[src/sv/pcsp_pkg.sv]
package pcsp_pkg;

  typedef struct packed {
    logic [7:0]         character;
    logic signed [31:0] star_value;
  } in_item_t;

  typedef struct packed {
    logic [1:0]  padding_mode;
    logic [1:0]  sign_mode;
    logic        precision_given;
    logic        alternate_form;
    logic [3:0]  length_kind;
    logic [7:0]  conversion_code;
    logic [31:0] field_width;
    logic [31:0] precision_value;
    logic        terminator_taken;
  } out_item_t;

  typedef enum logic [3:0] {
    PH_FIRST  = 4'd0,
    PH_FLAGS  = 4'd1,
    PH_WDIG   = 4'd2,
    PH_AFTERW = 4'd3,
    PH_SKIP   = 4'd4,
    PH_PSTART = 4'd5,
    PH_PDIG   = 4'd6,
    PH_LEN    = 4'd7,
    PH_AFTERH = 4'd8,
    PH_AFTERL = 4'd9,
    PH_CONV   = 4'd10
  } phase_t;

  localparam logic [1:0] PAD_RIGHT = 2'd0;
  localparam logic [1:0] PAD_LEFT  = 2'd1;
  localparam logic [1:0] PAD_ZERO  = 2'd2;

  localparam logic [1:0] SGN_NONE  = 2'd0;
  localparam logic [1:0] SGN_PLUS  = 2'd1;
  localparam logic [1:0] SGN_SPACE = 2'd2;

  localparam logic [3:0] LK_NONE = 4'd0;
  localparam logic [3:0] LK_HH   = 4'd1;
  localparam logic [3:0] LK_H    = 4'd2;
  localparam logic [3:0] LK_L    = 4'd3;
  localparam logic [3:0] LK_LL   = 4'd4;
  localparam logic [3:0] LK_J    = 4'd5;
  localparam logic [3:0] LK_Z    = 4'd6;
  localparam logic [3:0] LK_T    = 4'd7;
  localparam logic [3:0] LK_BIGL = 4'd8;
  localparam logic [3:0] LK_WIDE = 4'd9;

  localparam logic [7:0] CODE_BAD = 8'hFF;
  localparam logic [31:0] MAX_FIELD_RESET = 32'd4095;

  localparam logic [7:0] CH_NUL     = 8'h00;
  localparam logic [7:0] CH_SPACE   = 8'h20;
  localparam logic [7:0] CH_HASH    = 8'h23;
  localparam logic [7:0] CH_PERCENT = 8'h25;
  localparam logic [7:0] CH_STAR    = 8'h2A;
  localparam logic [7:0] CH_PLUS    = 8'h2B;
  localparam logic [7:0] CH_MINUS   = 8'h2D;
  localparam logic [7:0] CH_DOT     = 8'h2E;
  localparam logic [7:0] CH_ZERO    = 8'h30;
  localparam logic [7:0] CH_NINE    = 8'h39;

endpackage

[src/sv/printf_conversion_spec_parser_top.sv]
// Parser for the conversion specification of a printf format string.
// The input channel carries the bytes that follow a percent sign, one item
// per byte, with the integer argument that is used when the byte is an asterisk.
// The output channel carries one descriptor item when a conversion ends:
// padding, sign, alternate form, length kind, conversion code, width and
// precision. Bytes inside a specification produce no output item.
// The configuration channel writes max_field, the largest allowed width, and
// is always ready. The user must write it only while the parser is idle; the
// block itself does not enforce this. An accepted item is held in an input
// register until the output register can take a result; its descriptor, if
// any, is then loaded into the output register, which drives out_valid.
// Throughput is one item per cycle while the receiver does not stall, set by
// the update of the parse phase and the working fields between the two registers.
// When the receiver stalls, the output register holds its item and the input
// register fills; in_ready then falls until out_ready returns.
// Reset sets max_field to 4095, empties both registers and puts the parser
// at the first byte after a percent sign.
module printf_conversion_spec_parser_top (
  input  logic                clk,
  input  logic                rst_n,
  input  logic                in_valid,
  output logic                in_ready,
  input  pcsp_pkg::in_item_t  in_data,
  output logic                out_valid,
  input  logic                out_ready,
  output pcsp_pkg::out_item_t out_data,
  input  logic                cfg_valid,
  output logic                cfg_ready,
  input  logic [31:0]         cfg_data
);
  import pcsp_pkg::*;

  logic        s1_valid_r;
  in_item_t    s1_item_r;
  logic        s1_go;
  logic        out_valid_r;
  out_item_t   out_item_r;
  logic [31:0] max_field_r;
  logic        res_valid;
  out_item_t   res;

  assign s1_go     = s1_valid_r && (!out_valid_r || out_ready);
  assign in_ready  = !s1_valid_r || s1_go;
  assign cfg_ready = 1'b1;
  assign out_valid = out_valid_r;
  assign out_data  = out_item_r;

  pcsp_core u_core (
    .clk       (clk),
    .rst_n     (rst_n),
    .fire      (s1_go),
    .item      (s1_item_r),
    .max_field (max_field_r),
    .res_valid (res_valid),
    .res       (res)
  );

  always_ff @(posedge clk) begin
    if (!rst_n) begin
      s1_valid_r  <= 1'b0;
      out_valid_r <= 1'b0;
      max_field_r <= MAX_FIELD_RESET;
    end else begin
      if (in_valid && in_ready) begin
        s1_valid_r <= 1'b1;
      end else if (s1_go) begin
        s1_valid_r <= 1'b0;
      end
      if (s1_go) begin
        out_valid_r <= res_valid;
      end else if (out_ready) begin
        out_valid_r <= 1'b0;
      end
      if (cfg_valid && cfg_ready) begin
        max_field_r <= cfg_data;
      end
    end
  end

  always_ff @(posedge clk) begin
    if (in_valid && in_ready) begin
      s1_item_r <= in_data;
    end
    if (s1_go && res_valid) begin
      out_item_r <= res;
    end
  end

`ifndef SYNTH
  a_no_overwrite: assert property (@(posedge clk) disable iff (!rst_n)
    (out_valid_r && !out_ready) |-> !s1_go)
    else $error("pending output item overwritten");

  a_ready_low_means_full: assert property (@(posedge clk) disable iff (!rst_n)
    !in_ready |-> (s1_valid_r && out_valid_r && !out_ready))
    else $error("input stalled without cause");

  a_output_from_parser: assert property (@(posedge clk) disable iff (!rst_n)
    $rose(out_valid_r) |-> $past(s1_go && res_valid))
    else $error("output item appeared without a parser result");
`endif

endmodule

[src/sv/pcsp_core.sv]
module pcsp_core (
  input  logic               clk,
  input  logic               rst_n,
  input  logic               fire,
  input  pcsp_pkg::in_item_t item,
  input  logic [31:0]        max_field,
  output logic               res_valid,
  output pcsp_pkg::out_item_t res
);
  import pcsp_pkg::*;

  phase_t      phase_r, phase_nxt;
  logic [1:0]  pad_r, pad_nxt;
  logic [1:0]  sgn_r, sgn_nxt;
  logic        pgiven_r, pgiven_nxt;
  logic        alt_r, alt_nxt;
  logic [3:0]  lkind_r, lkind_nxt;
  logic [31:0] fwidth_r, fwidth_nxt;
  logic [31:0] prec_r, prec_nxt;

  logic [7:0]  c;
  logic [31:0] star;
  logic [31:0] star_mag;
  logic        is_dig;
  logic [31:0] acc;
  logic [35:0] acc_sum;
  logic [31:0] acc_next;
  logic        emit;
  logic [7:0]  code;
  logic        taken;
  logic        go_endw, go_afterw, go_len, go_conv, go_inval;

  assign c        = item.character;
  assign star     = item.star_value;
  assign star_mag = star[31] ? (~star + 32'd1) : star;
  assign is_dig   = (c >= CH_ZERO) && (c <= CH_NINE);
  assign acc      = (phase_r == PH_PDIG) ? prec_r : fwidth_r;
  assign acc_sum  = {1'b0, acc, 3'b000} + {3'b000, acc, 1'b0} + {32'd0, c[3:0]};
  assign acc_next = (acc_sum[35:32] != 4'd0) ? 32'hFFFF_FFFF : acc_sum[31:0];

  always_comb begin
    phase_nxt  = phase_r;
    pad_nxt    = pad_r;
    sgn_nxt    = sgn_r;
    pgiven_nxt = pgiven_r;
    alt_nxt    = alt_r;
    lkind_nxt  = lkind_r;
    fwidth_nxt = fwidth_r;
    prec_nxt   = prec_r;
    emit       = 1'b0;
    code       = c;
    taken      = (c != CH_NUL);
    go_endw    = 1'b0;
    go_afterw  = 1'b0;
    go_len     = 1'b0;
    go_conv    = 1'b0;
    go_inval   = 1'b0;
    res        = '0;

    if ((phase_r == PH_FIRST) || (phase_r > PH_CONV)) begin
      pad_nxt    = PAD_RIGHT;
      sgn_nxt    = SGN_NONE;
      pgiven_nxt = 1'b0;
      alt_nxt    = 1'b0;
      lkind_nxt  = LK_NONE;
      fwidth_nxt = '0;
      prec_nxt   = '0;
    end

    case (phase_r)
      PH_WDIG: begin
        if (is_dig) begin
          fwidth_nxt = acc_next;
        end else begin
          go_endw = 1'b1;
        end
      end
      PH_AFTERW: go_afterw = 1'b1;
      PH_SKIP:   go_inval = 1'b1;
      PH_PSTART: begin
        if (c == CH_STAR) begin
          if (star[31]) begin
            pgiven_nxt = 1'b0;
          end else begin
            prec_nxt = star;
          end
          phase_nxt = PH_LEN;
        end else if (is_dig) begin
          prec_nxt  = {28'd0, c[3:0]};
          phase_nxt = PH_PDIG;
        end else begin
          prec_nxt = '0;
          go_len   = 1'b1;
        end
      end
      PH_PDIG: begin
        if (is_dig) begin
          prec_nxt = acc_next;
        end else begin
          go_len = 1'b1;
        end
      end
      PH_LEN: go_len = 1'b1;
      PH_AFTERH: begin
        if (c == "h") begin
          lkind_nxt = LK_HH;
          phase_nxt = PH_CONV;
        end else begin
          go_conv = 1'b1;
        end
      end
      PH_AFTERL: begin
        if (c == "l") begin
          lkind_nxt = LK_LL;
          phase_nxt = PH_CONV;
        end else begin
          go_conv = 1'b1;
        end
      end
      PH_CONV: go_conv = 1'b1;
      default: begin
        if ((phase_r != PH_FLAGS) && (c == CH_PERCENT)) begin
          emit  = 1'b1;
          code  = CH_PERCENT;
          taken = 1'b1;
        end else begin
          case (c)
            CH_MINUS: begin
              pad_nxt   = PAD_LEFT;
              phase_nxt = PH_FLAGS;
            end
            CH_PLUS: begin
              sgn_nxt   = SGN_PLUS;
              phase_nxt = PH_FLAGS;
            end
            CH_SPACE: begin
              if (sgn_nxt != SGN_PLUS) sgn_nxt = SGN_SPACE;
              phase_nxt = PH_FLAGS;
            end
            CH_HASH: begin
              alt_nxt   = 1'b1;
              phase_nxt = PH_FLAGS;
            end
            CH_ZERO: begin
              if (pad_nxt != PAD_LEFT) pad_nxt = PAD_ZERO;
              phase_nxt = PH_FLAGS;
            end
            CH_STAR: begin
              if (star[31]) pad_nxt = PAD_LEFT;
              fwidth_nxt = star_mag;
              phase_nxt  = (star_mag > max_field) ? PH_SKIP : PH_AFTERW;
            end
            default: begin
              if (is_dig) begin
                fwidth_nxt = {28'd0, c[3:0]};
                phase_nxt  = PH_WDIG;
              end else begin
                fwidth_nxt = '0;
                go_endw    = 1'b1;
              end
            end
          endcase
        end
      end
    endcase

    if (go_endw) begin
      if (fwidth_nxt > max_field) begin
        go_inval = 1'b1;
      end else begin
        go_afterw = 1'b1;
      end
    end

    if (go_afterw) begin
      if (c == CH_DOT) begin
        pgiven_nxt = 1'b1;
        phase_nxt  = PH_PSTART;
      end else begin
        go_len = 1'b1;
      end
    end

    if (go_len) begin
      case (c)
        "h": begin
          lkind_nxt = LK_H;
          phase_nxt = PH_AFTERH;
        end
        "l": begin
          lkind_nxt = LK_L;
          phase_nxt = PH_AFTERL;
        end
        "j": begin
          lkind_nxt = LK_J;
          phase_nxt = PH_CONV;
        end
        "z": begin
          lkind_nxt = LK_Z;
          phase_nxt = PH_CONV;
        end
        "t": begin
          lkind_nxt = LK_T;
          phase_nxt = PH_CONV;
        end
        "L": begin
          lkind_nxt = LK_BIGL;
          phase_nxt = PH_CONV;
        end
        default: go_conv = 1'b1;
      endcase
    end

    if (go_conv) begin
      emit = 1'b1;
      case (c)
        "d", "i", "o", "u", "x", "X": begin
          if ((lkind_nxt == LK_WIDE) || (lkind_nxt == LK_BIGL)) code = CODE_BAD;
          if (!pgiven_nxt) begin
            prec_nxt = 32'd1;
          end else if (pad_nxt == PAD_ZERO) begin
            pad_nxt = PAD_RIGHT;
          end
        end
        "p": begin
          code      = "x";
          alt_nxt   = 1'b1;
          lkind_nxt = LK_L;
          prec_nxt  = 32'd8;
        end
        "c": begin
          if (lkind_nxt == LK_L) begin
            lkind_nxt = LK_HH;
          end else if (lkind_nxt != LK_NONE) begin
            code = CODE_BAD;
          end
        end
        "s": begin
          if (lkind_nxt == LK_L) begin
            lkind_nxt = LK_WIDE;
          end else if (lkind_nxt != LK_NONE) begin
            code = CODE_BAD;
          end
        end
        "n": begin
          if (lkind_nxt == LK_BIGL) code = CODE_BAD;
        end
        "a", "A": begin
          if (!pgiven_nxt) prec_nxt = 32'd13;
          if ((lkind_nxt != LK_NONE) && (lkind_nxt != LK_BIGL)) code = CODE_BAD;
        end
        "f", "F", "e", "E": begin
          if (!pgiven_nxt) prec_nxt = 32'd6;
          if ((lkind_nxt != LK_NONE) && (lkind_nxt != LK_BIGL)) code = CODE_BAD;
        end
        "g", "G": begin
          if (!pgiven_nxt) begin
            prec_nxt = 32'd6;
          end else if (prec_nxt == 32'd0) begin
            prec_nxt = 32'd1;
          end
          if ((lkind_nxt != LK_NONE) && (lkind_nxt != LK_BIGL)) code = CODE_BAD;
        end
        CH_PERCENT: code = CH_PERCENT;
        default: code = CODE_BAD;
      endcase
    end

    if (go_inval) begin
      emit       = 1'b1;
      code       = CODE_BAD;
      lkind_nxt  = LK_NONE;
      pgiven_nxt = 1'b0;
      prec_nxt   = '0;
    end

    if (emit) begin
      res.padding_mode     = pad_nxt;
      res.sign_mode        = sgn_nxt;
      res.precision_given  = pgiven_nxt;
      res.alternate_form   = alt_nxt;
      res.length_kind      = lkind_nxt;
      res.conversion_code  = code;
      res.field_width      = fwidth_nxt;
      res.precision_value  = prec_nxt;
      res.terminator_taken = taken;
      phase_nxt  = PH_FIRST;
      pad_nxt    = PAD_RIGHT;
      sgn_nxt    = SGN_NONE;
      pgiven_nxt = 1'b0;
      alt_nxt    = 1'b0;
      lkind_nxt  = LK_NONE;
      fwidth_nxt = '0;
      prec_nxt   = '0;
    end
  end

  assign res_valid = fire && emit;

  always_ff @(posedge clk) begin
    if (!rst_n) begin
      phase_r  <= PH_FIRST;
      pad_r    <= PAD_RIGHT;
      sgn_r    <= SGN_NONE;
      pgiven_r <= 1'b0;
      alt_r    <= 1'b0;
      lkind_r  <= LK_NONE;
      fwidth_r <= '0;
      prec_r   <= '0;
    end else if (fire) begin
      phase_r  <= phase_nxt;
      pad_r    <= pad_nxt;
      sgn_r    <= sgn_nxt;
      pgiven_r <= pgiven_nxt;
      alt_r    <= alt_nxt;
      lkind_r  <= lkind_nxt;
      fwidth_r <= fwidth_nxt;
      prec_r   <= prec_nxt;
    end
  end

`ifndef SYNTH
  a_emit_returns_first: assert property (@(posedge clk) disable iff (!rst_n)
    res_valid |=> (phase_r == PH_FIRST))
    else $error("parser did not return to the first phase after a result");

  a_first_is_clear: assert property (@(posedge clk) disable iff (!rst_n)
    (phase_r == PH_FIRST) |-> ((fwidth_r == 32'd0) && (prec_r == 32'd0) &&
                               (lkind_r == LK_NONE) && !pgiven_r))
    else $error("working fields not cleared at the start of a conversion");

  a_result_ranges: assert property (@(posedge clk) disable iff (!rst_n)
    res_valid |-> ((res.padding_mode != 2'd3) && (res.sign_mode != 2'd3) &&
                   (res.length_kind <= LK_WIDE)))
    else $error("result field out of range");
`endif

endmodule
[config.mk]
export PLATFORM = sky130hd
export DESIGN_NAME = printf_conversion_spec_parser_top
export DESIGN_NICKNAME = d
export VERILOG_FILES = /design/src/sv/pcsp_pkg.sv /design/src/sv/printf_conversion_spec_parser_top.sv /design/src/sv/pcsp_core.sv
export SDC_FILE = /design/constraint.sdc
export NUM_CORES = 1
export LEC_CHECK = 0
export BUFFER_PORTS_ARGS = -buffer_cell sky130_fd_sc_hd__buf_2
export CAP_MARGIN = 20
export CELL_PAD_IN_SITES_DETAIL_PLACEMENT = 1
export CELL_PAD_IN_SITES_GLOBAL_PLACEMENT = 2
export CORE_UTILIZATION = 41
export CTS_BUF_LIST = sky130_fd_sc_hd__clkbuf_2
export DETAILED_ROUTE_END_ITERATION = 10
export PLACE_DENSITY_LB_ADDON = 0.15
export SLEW_MARGIN = 25
export SYNTH_ARGS = -nofsm -noshare
export SYNTH_HDL_FRONTEND = slang
export SYNTH_SLANG_ARGS = --single-unit
[constraint.sdc]
create_clock -name clk -period 16.8 [get_ports clk]
set_input_delay 2.52 -clock clk [delete_from_list [all_inputs] [get_ports clk]]
set_output_delay 2.52 -clock clk [all_outputs]
set_load 0.05 [all_outputs]
After elaboration in Yosys (flattened, before gate mapping)
Index checks and enable logic that the tools add are counted.
{ "totals": {"regBits": 235, "ramBits": 0, "wordCells": 234, "out_inout_bits": 86, "mem_bits_ro": 0, "inputBits": 77, "latchBits": 0, "n_memories": 0} }
{ "classes": {"n_div": 0, "n_reduce_logical": 33, "magnitude_cmp": 5, "mul": 0, "bitwise": 1, "n_mux": 121, "n_eq_ne": 49, "add_sub_neg": 3, "shifts": 0} }
{ "op_table": {"columns": ["operator", "count"], "rows": [
  ["2-to-1 mux 32 bit", 19],
  ["equality test 8 x 7 -> 1 bit (second input constant)", 24],
  ["one-hot mux 32 bit (2 select lines)", 3],
  ["one-hot mux 32 bit (5 select lines)", 1],
  ["2-to-1 mux 4 bit", 20],
  ["2-to-1 mux 8 bit", 9],
  ["equality test 8 x 6 -> 1 bit (second input constant)", 8],
  ["greater-than comparator 32 bit", 2],
  ["one-hot mux 8 bit (6 select lines)", 1],
  ["2-to-1 mux 1 bit", 41],
  ["adder 35 x 33 -> 36 bit", 1],
  ["adder 36 x 4 -> 36 bit", 1],
  ["adder 32 x 1 -> 32 bit (second input constant)", 1],
  ["logical NOT 32 bit", 1],
  ["inverter 32 bit", 1],
  ["2-to-1 mux 2 bit", 15],
  ["one-hot mux 4 bit (3 select lines)", 2],
  ["one-hot mux 4 bit (6 select lines)", 1],
  ["OR reduction 6 bit", 4],
  ["equality test 4 bit (second input constant)", 5],
  ["equality test 4 x 3 -> 1 bit (second input constant)", 4],
  ["one-hot mux 4 bit (2 select lines)", 2],
  ["one-hot mux 4 bit (4 select lines)", 1],
  ["OR reduction 8 bit", 2],
  ["24 further kinds", 43]
]} }

Depth between registers and ports, before layout
{ "logic_depth": {"word_depth": 19, "mapped_depth": 43, "mapped_depth_nobuf": 32} }

Hierarchy
Synthesis repeated with hierarchy kept, for this count alone.
{ "unflattened": {"cells_unflattened": 2070, "area_unflattened_um2": 17385.4} }
{ "by_module_without_submodules": {"columns": ["module", "n_inst", "seq_area_each_um2", "area_each_um2", "cells_each"], "rows": [
  ["pcsp_core", 1, 1561.5, 12376.9, 1829],
  ["printf_conversion_spec_parser_top", 1, 4374.2, 5008.6, 241]
]} }

Worst setup path before layout
No wires, ideal clock.
{ "synth_path": {"kind": "register to register", "from": "register u_core.phase_r[0]", "to": "register out_item_r (netlist bit out_data[0]), enable pin", "n_path_buf": 6, "stages_incl_launch_ff": 33, "t_arrival_ps": 10508, "required_ps": 16273, "period_less_slack_ps": 11035, "setup_time_ps": 527, "setup_slack_ps": 5765, "cell_sequence": "dfxtp_1 -> clkbuf_1 -> or4bb_1 -> clkbuf_1 -> clkbuf_1 -> buf_1 -> nor2_1 -> a21oi_1 -> fa_1 -> inv_1 -> ha_1 -> a211oi_1 -> o211ai_1 -> a21oi_1 -> a211oi_1 -> or3_1 -> a21oi_1 -> o211a_1 -> clkbuf_1 -> clkbuf_1 -> a21oi_1 -> o31ai_1 -> inv_1 -> ha_1 -> nand4_1 -> nor4_1 -> nand4_1 -> and3_1 -> a32o_1 -> nor3_1 -> or3_1 -> nor2_1 -> nor2_1"} }
{ "synth_via": {"elab_chain_cells": 17, "word_cells_on_any_way": 47, "classes_between": "2 x add/sub; 2 x order compare; 10 x eq/ne; 25 x mux; 8 x reduce/logical"} }
{ "synth_lines": {"columns": ["element", "line", "text"], "rows": [
  ["start: declaration", "pcsp_core.sv:12", "phase_t phase_r, phase_nxt;"],
  ["start signal: assignment", "pcsp_core.sv:311", "phase_r <= phase_nxt;"],
  ["equality test 4 x 3 -> 1 bit", "pcsp_core.sv:37, pcsp_core.sv:70", null],
  ["2-to-1 mux 32 bit", "pcsp_core.sv:37", "assign acc = (phase_r == PH_PDIG) ? prec_r : fwidth_r;"],
  ["adder 35 x 33 -> 36 bit", "pcsp_core.sv:38", "assign acc_sum = {1'b0, acc, 3'b000} + {3'b000, acc, 1'b0} + {32'd0, c[3:0]};"],
  ["adder 36 x 4 -> 36 bit", "pcsp_core.sv:38", null],
  ["nonzero test 4 bit", "pcsp_core.sv:39", "assign acc_next = (acc_sum[35:32] != 4'd0) ? 32'hFFFF_FFFF : acc_sum[31:0];"],
  ["2-to-1 mux 32 bit", "pcsp_core.sv:39", null],
  ["2-to-1 mux 32 bit", "pcsp_core.sv:72", "if (is_dig) begin"],
  ["one-hot mux 32 bit (2 select lines)", "pcsp_core.sv:70", "case (phase_r)"],
  ["greater-than comparator 32 bit", "pcsp_core.sv:168", "if (fwidth_nxt > max_field) begin"],
  ["2-to-1 mux 1 bit", "pcsp_core.sv:168", null],
  ["2-to-1 mux 1 bit", "pcsp_core.sv:167", "if (go_endw) begin"],
  ["2-to-1 mux 1 bit", "pcsp_core.sv:175", "if (go_afterw) begin"],
  ["2-to-1 mux 1 bit", "pcsp_core.sv:184", "if (go_len) begin"],
  ["2-to-1 mux 1 bit", "pcsp_core.sv:214", "if (go_conv) begin"],
  ["2-to-1 mux 1 bit (*)", "pcsp_core.sv:269", "if (go_inval) begin"],
  ["logical AND 1 bit (*)", "pcsp_core.sv:298", "assign res_valid = fire && emit;"],
  ["logical AND 1 bit (*)", "printf_conversion_spec_parser_top.sv:84", "if (s1_go && res_valid) begin"],
  ["end signal: assignment", "printf_conversion_spec_parser_top.sv:85", "out_item_r <= res;"],
  ["end: declaration", "printf_conversion_spec_parser_top.sv:37", "out_item_t out_item_r;"]
]} }
Every way passes the cells marked *; elsewhere a longest branch is shown, timed or not.
A chain may end at the register's enable or synchronous reset.

Worst setup path in the final report
{ "layout_path": {"from": "register u_core.phase_r[2]", "to": "register out_item_r (netlist bit out_data[56]), enable pin"} }
The elaborated chain is that of the path after synthesis.

==> results.cfg <==
[die]
initial_core_util_pct = 41.7
dieArea_um2 = 44800
die_h_um = 212
ios = 163
fp.coreArea_um2 = 43200
rows = 76
die_w_um = 212

[setup_path]
crit_cells = 26
reg2reg_slack_ns = 6.04
cp_slowest_cell = dfxtp_1
crit_arrival_ns = 11.40
endpoint = out_data[56]
rr_worst_depth = 26
cpLargestDelayFamily = simple AND/OR/NAND/NOR gates
max_stage_delay_ns = 0.92
worstSetupPathType = reg -> reg
path_buf_inv = 4
timing.rr.start = u_core.phase_r[2]
crit_path_start_kind = register
critPathMaxFanout = 69
startpoint = u_core.phase_r[2]
end_kind = register
required_ns = 17.44
timing.rr.end = out_data[56]

[sta]
tns_ns = 0
timing.fmax_mhz = 92.9
period_needed_ns = 10.76
hold_viol_final = 0
drv_slew = 0
worst_clock_skew_ns = 0.103
timing.final.ws_setup_ns = 6.04
worst_slew_pin_slew_ns = 1.13
rsz0062_at_grt = no
finalSetupViolations = 0
fin_crit_sh_pct = 64.0
slew_headroom_pct = 24.2

[job]
maxCapViolations = 0

[clocking]
ctsHoldBuffers = 0
ctsResizeCount = 0
clock_sinks = 235
htree_levels = 3
numCtsBuffers = 69
clk_pin_slew_worst_paths_ns = 0.10
tritoncts = done
clk_path_buf_depth = 3
cts_root_buf = clkbuf_2
post_cts_buffers = 0
clk_latency_ns = 1.05

[logic_synthesis]
synth_ff_type = edfxtp_1
synth_seq_area_share_pct = 33.0
synth.avg_cell_area_um2 = 8.17
synth_fp_nets = 2411
synthCells = 2204
async_reset_ff_share_pct = 0
synth-seq-cells = 235
synth-edff-count = 123
yosys-top-cells-area = edfxtp_1 21%, dfxtp_1 12%, ha_1 8.9%
synth_top_area_share_pct = 20.5
synthesis.area_um2 = 18000
synth_warnings = 0
synth_cell_type_count = 93
synth_top_area_cell = edfxtp_1

[placement]
gp_congestion = 0.964
port_buffers = 161
placed_cell_area_um2 = 19400
preCtsSetupSlack_ns = 6.32
place_hpwl_um = 60900
dpl.cell_count = 2858

[cells_and_area]
finalCoreUtilization_pct = 46.6
multi_input_area_um2 = 11300
fillers = 5404
finalNonFillerCells = 2987
seqCellArea_um2 = 5940
areaGrowthSynthToFinish_pct = 11.6
nets = 2552
drive_gt1_share_pct = 15.7
postLayoutCellArea_um2 = 20100

[drt]
drt-initial-drc-count = 1867
via_per_inst = 6.34
remaining_drc_errors = 0
drt_pass1_iterations = 5
totalWireLength_um = 80300
wl_per_cell_um = 26.9
ant_nets = 0
vias = 18900

[power]
p_leak_nw = 8.36
ir_drop_mv = 0.0495
power_density_nw_per_um2 = 67.1

[global_routing]
grt_max_degree = 70
antenna_found_initial = 3
track_usage_pct = 35.6
grt_first_pass_wirelength_um = 118000
grt-ovfl-total = 0
grt_pass1_vias = 18600

[worst_hold_path]
hold_path.class = reg -> reg
worstHoldStart = u_core.prec_r[18]

[run_status]
status = completed
==> metrics by stage <==
stage / power [W] / hold WS [ns]
detailed placement: 0.000847 / 0.453
global placement: 0.000842 / 0.434
finish: 0.00135 / 0.474
global route: 0.00140 / 0.508
floorplan: 0.000777 / 0.425
CTS: 0.00135 / 0.474
==> cells in the mapped netlist (6+ instances only) <==
| cell type | count |
|---|---|
| nand2_1 | 300 |
| a21oi_1 | 180 |
| o21ai_0 | 156 |
| nor2_1 | 147 |
| ha_1 | 128 |
| edfxtp_1 | 123 |
| dfxtp_1 | 112 |
| clkbuf_1 | 101 |
| inv_1 | 81 |
| nor2b_1 | 57 |
| and2_1 | 48 |
| nor3_1 | 40 |
| xnor2_1 | 38 |
| a22oi_1 | 37 |
| nand3_1 | 37 |
| nand4_1 | 35 |
| o211ai_1 | 35 |
| a21o_1 | 32 |
| a211oi_1 | 31 |
| o31ai_1 | 30 |
| a31oi_1 | 28 |
| a22o_1 | 26 |
| o21a_1 | 26 |
| mux2i_1 | 25 |
| nor4_1 | 22 |
| or3_1 | 19 |
| nand2b_1 | 18 |
| o21ai_1 | 18 |
| buf_1 | 17 |
| buf_2 | 17 |
| a221oi_1 | 16 |
| xor2_1 | 15 |
| a221o_1 | 11 |
| or2_2 | 11 |
| and3_1 | 10 |
| or4_1 | 9 |
| o41ai_1 | 8 |
| a211o_1 | 7 |
| nor4b_1 | 7 |
| o221ai_1 | 7 |
| a21boi_0 | 6 |
| a32oi_1 | 6 |
| o211a_1 | 6 |
==> cells in the final DEF, fill, tap and decap left out, types with 38 or more instances in the layout <==
cell type and instances:
nand2_1 300, a21oi_1 178, buf_2 161, o21ai_0 156, nor2_1 144, ha_1 128
edfxtp_1 123, dfxtp_1 112, clkbuf_2 107, inv_1 81, nor2b_1 57, buf_4 48
and2_1 45, nor3_1 40, xnor2_1 38
==> sequential cells by signal, summed over array words and instances, names as in the netlist <==
| name | count |
|---|---|
| out_data | 83 |
| s1_item_r | 40 |
| max_field_r | 32 |
| u_core.fwidth_r | 32 |
| u_core.prec_r | 32 |
| u_core.lkind_r | 4 |
| u_core.phase_r | 4 |
| u_core.pad_r | 2 |
| u_core.sgn_r | 2 |
| out_valid | 1 |
| s1_valid_r | 1 |
| u_core.alt_r | 1 |
| u_core.pgiven_r | 1 |
==> kinds of logic (layout without fill, tap and decap cells) <==
family	count (synthesis)	count (layout)	share of synthesized area [%]
AOI/OAI and AO/OA	726	726	26.4
buffers and inverters	221	418	4.83
and+or+nand+nor	809	809	22.5
xor gates and xnor gates	53	53	2.58
muxes	29	29	1.64
adders and majority gates	130	130	9.11
other	1	2	0.0208
DFF	235	235	33.0
==> final cells by class <==
type                    instances  share of cell area (%)
clock inverters                20                   0.840
clock buffers                 107                    2.66
flip-flops and latches        235                    29.5
inverters                      82                    1.53
repair buffers                209                    5.80
multi-input cells            1748                    56.0
diodes                          1                  0.0124
well taps                     585                    3.64
==> power by group <==
| part | total [W] | switching [W] | internal (W) |
|---|---|---|---|
| clock network | 0.000511 | 0.000295 | 0.000216 |
| logic | 0.000195 | 0.000138 | 0.0000575 |
| registers | 0.000644 | 0.0000189 | 0.000625 |
==> worst min path at each step <==
stage	endpoint	slack (ns)	cells past startpoint
after floorplan	u_core.prec_r[18]	0.43	2
after global placement	u_core.prec_r[18]	0.43	2
after detailed placement	u_core.prec_r[24]	0.45	2
after CTS	u_core.prec_r[18]	0.47	2
after global routing	u_core.prec_r[24]	0.51	2
final	u_core.prec_r[18]	0.47	2
==> routing by layer <==
layer,share of wire (%),global-route usage (%),vias to the layer above
li1,-,-,8516
met2,42,51.7,917
met5,0.017,0,-
met3,9.8,7.94,137
met1,45,51.2,9372
met4,3.0,12.8,2
==> tightest hold or removal path, delay by kind of cell, from the launching register on <==
family,cells,cell delay [ns]
AOI/OAI and AO/OA,1,0.06
and+or+nand+nor,1,0.05
DFF,1,0.34
Note: power is estimated with default switching activity, not from simulation.
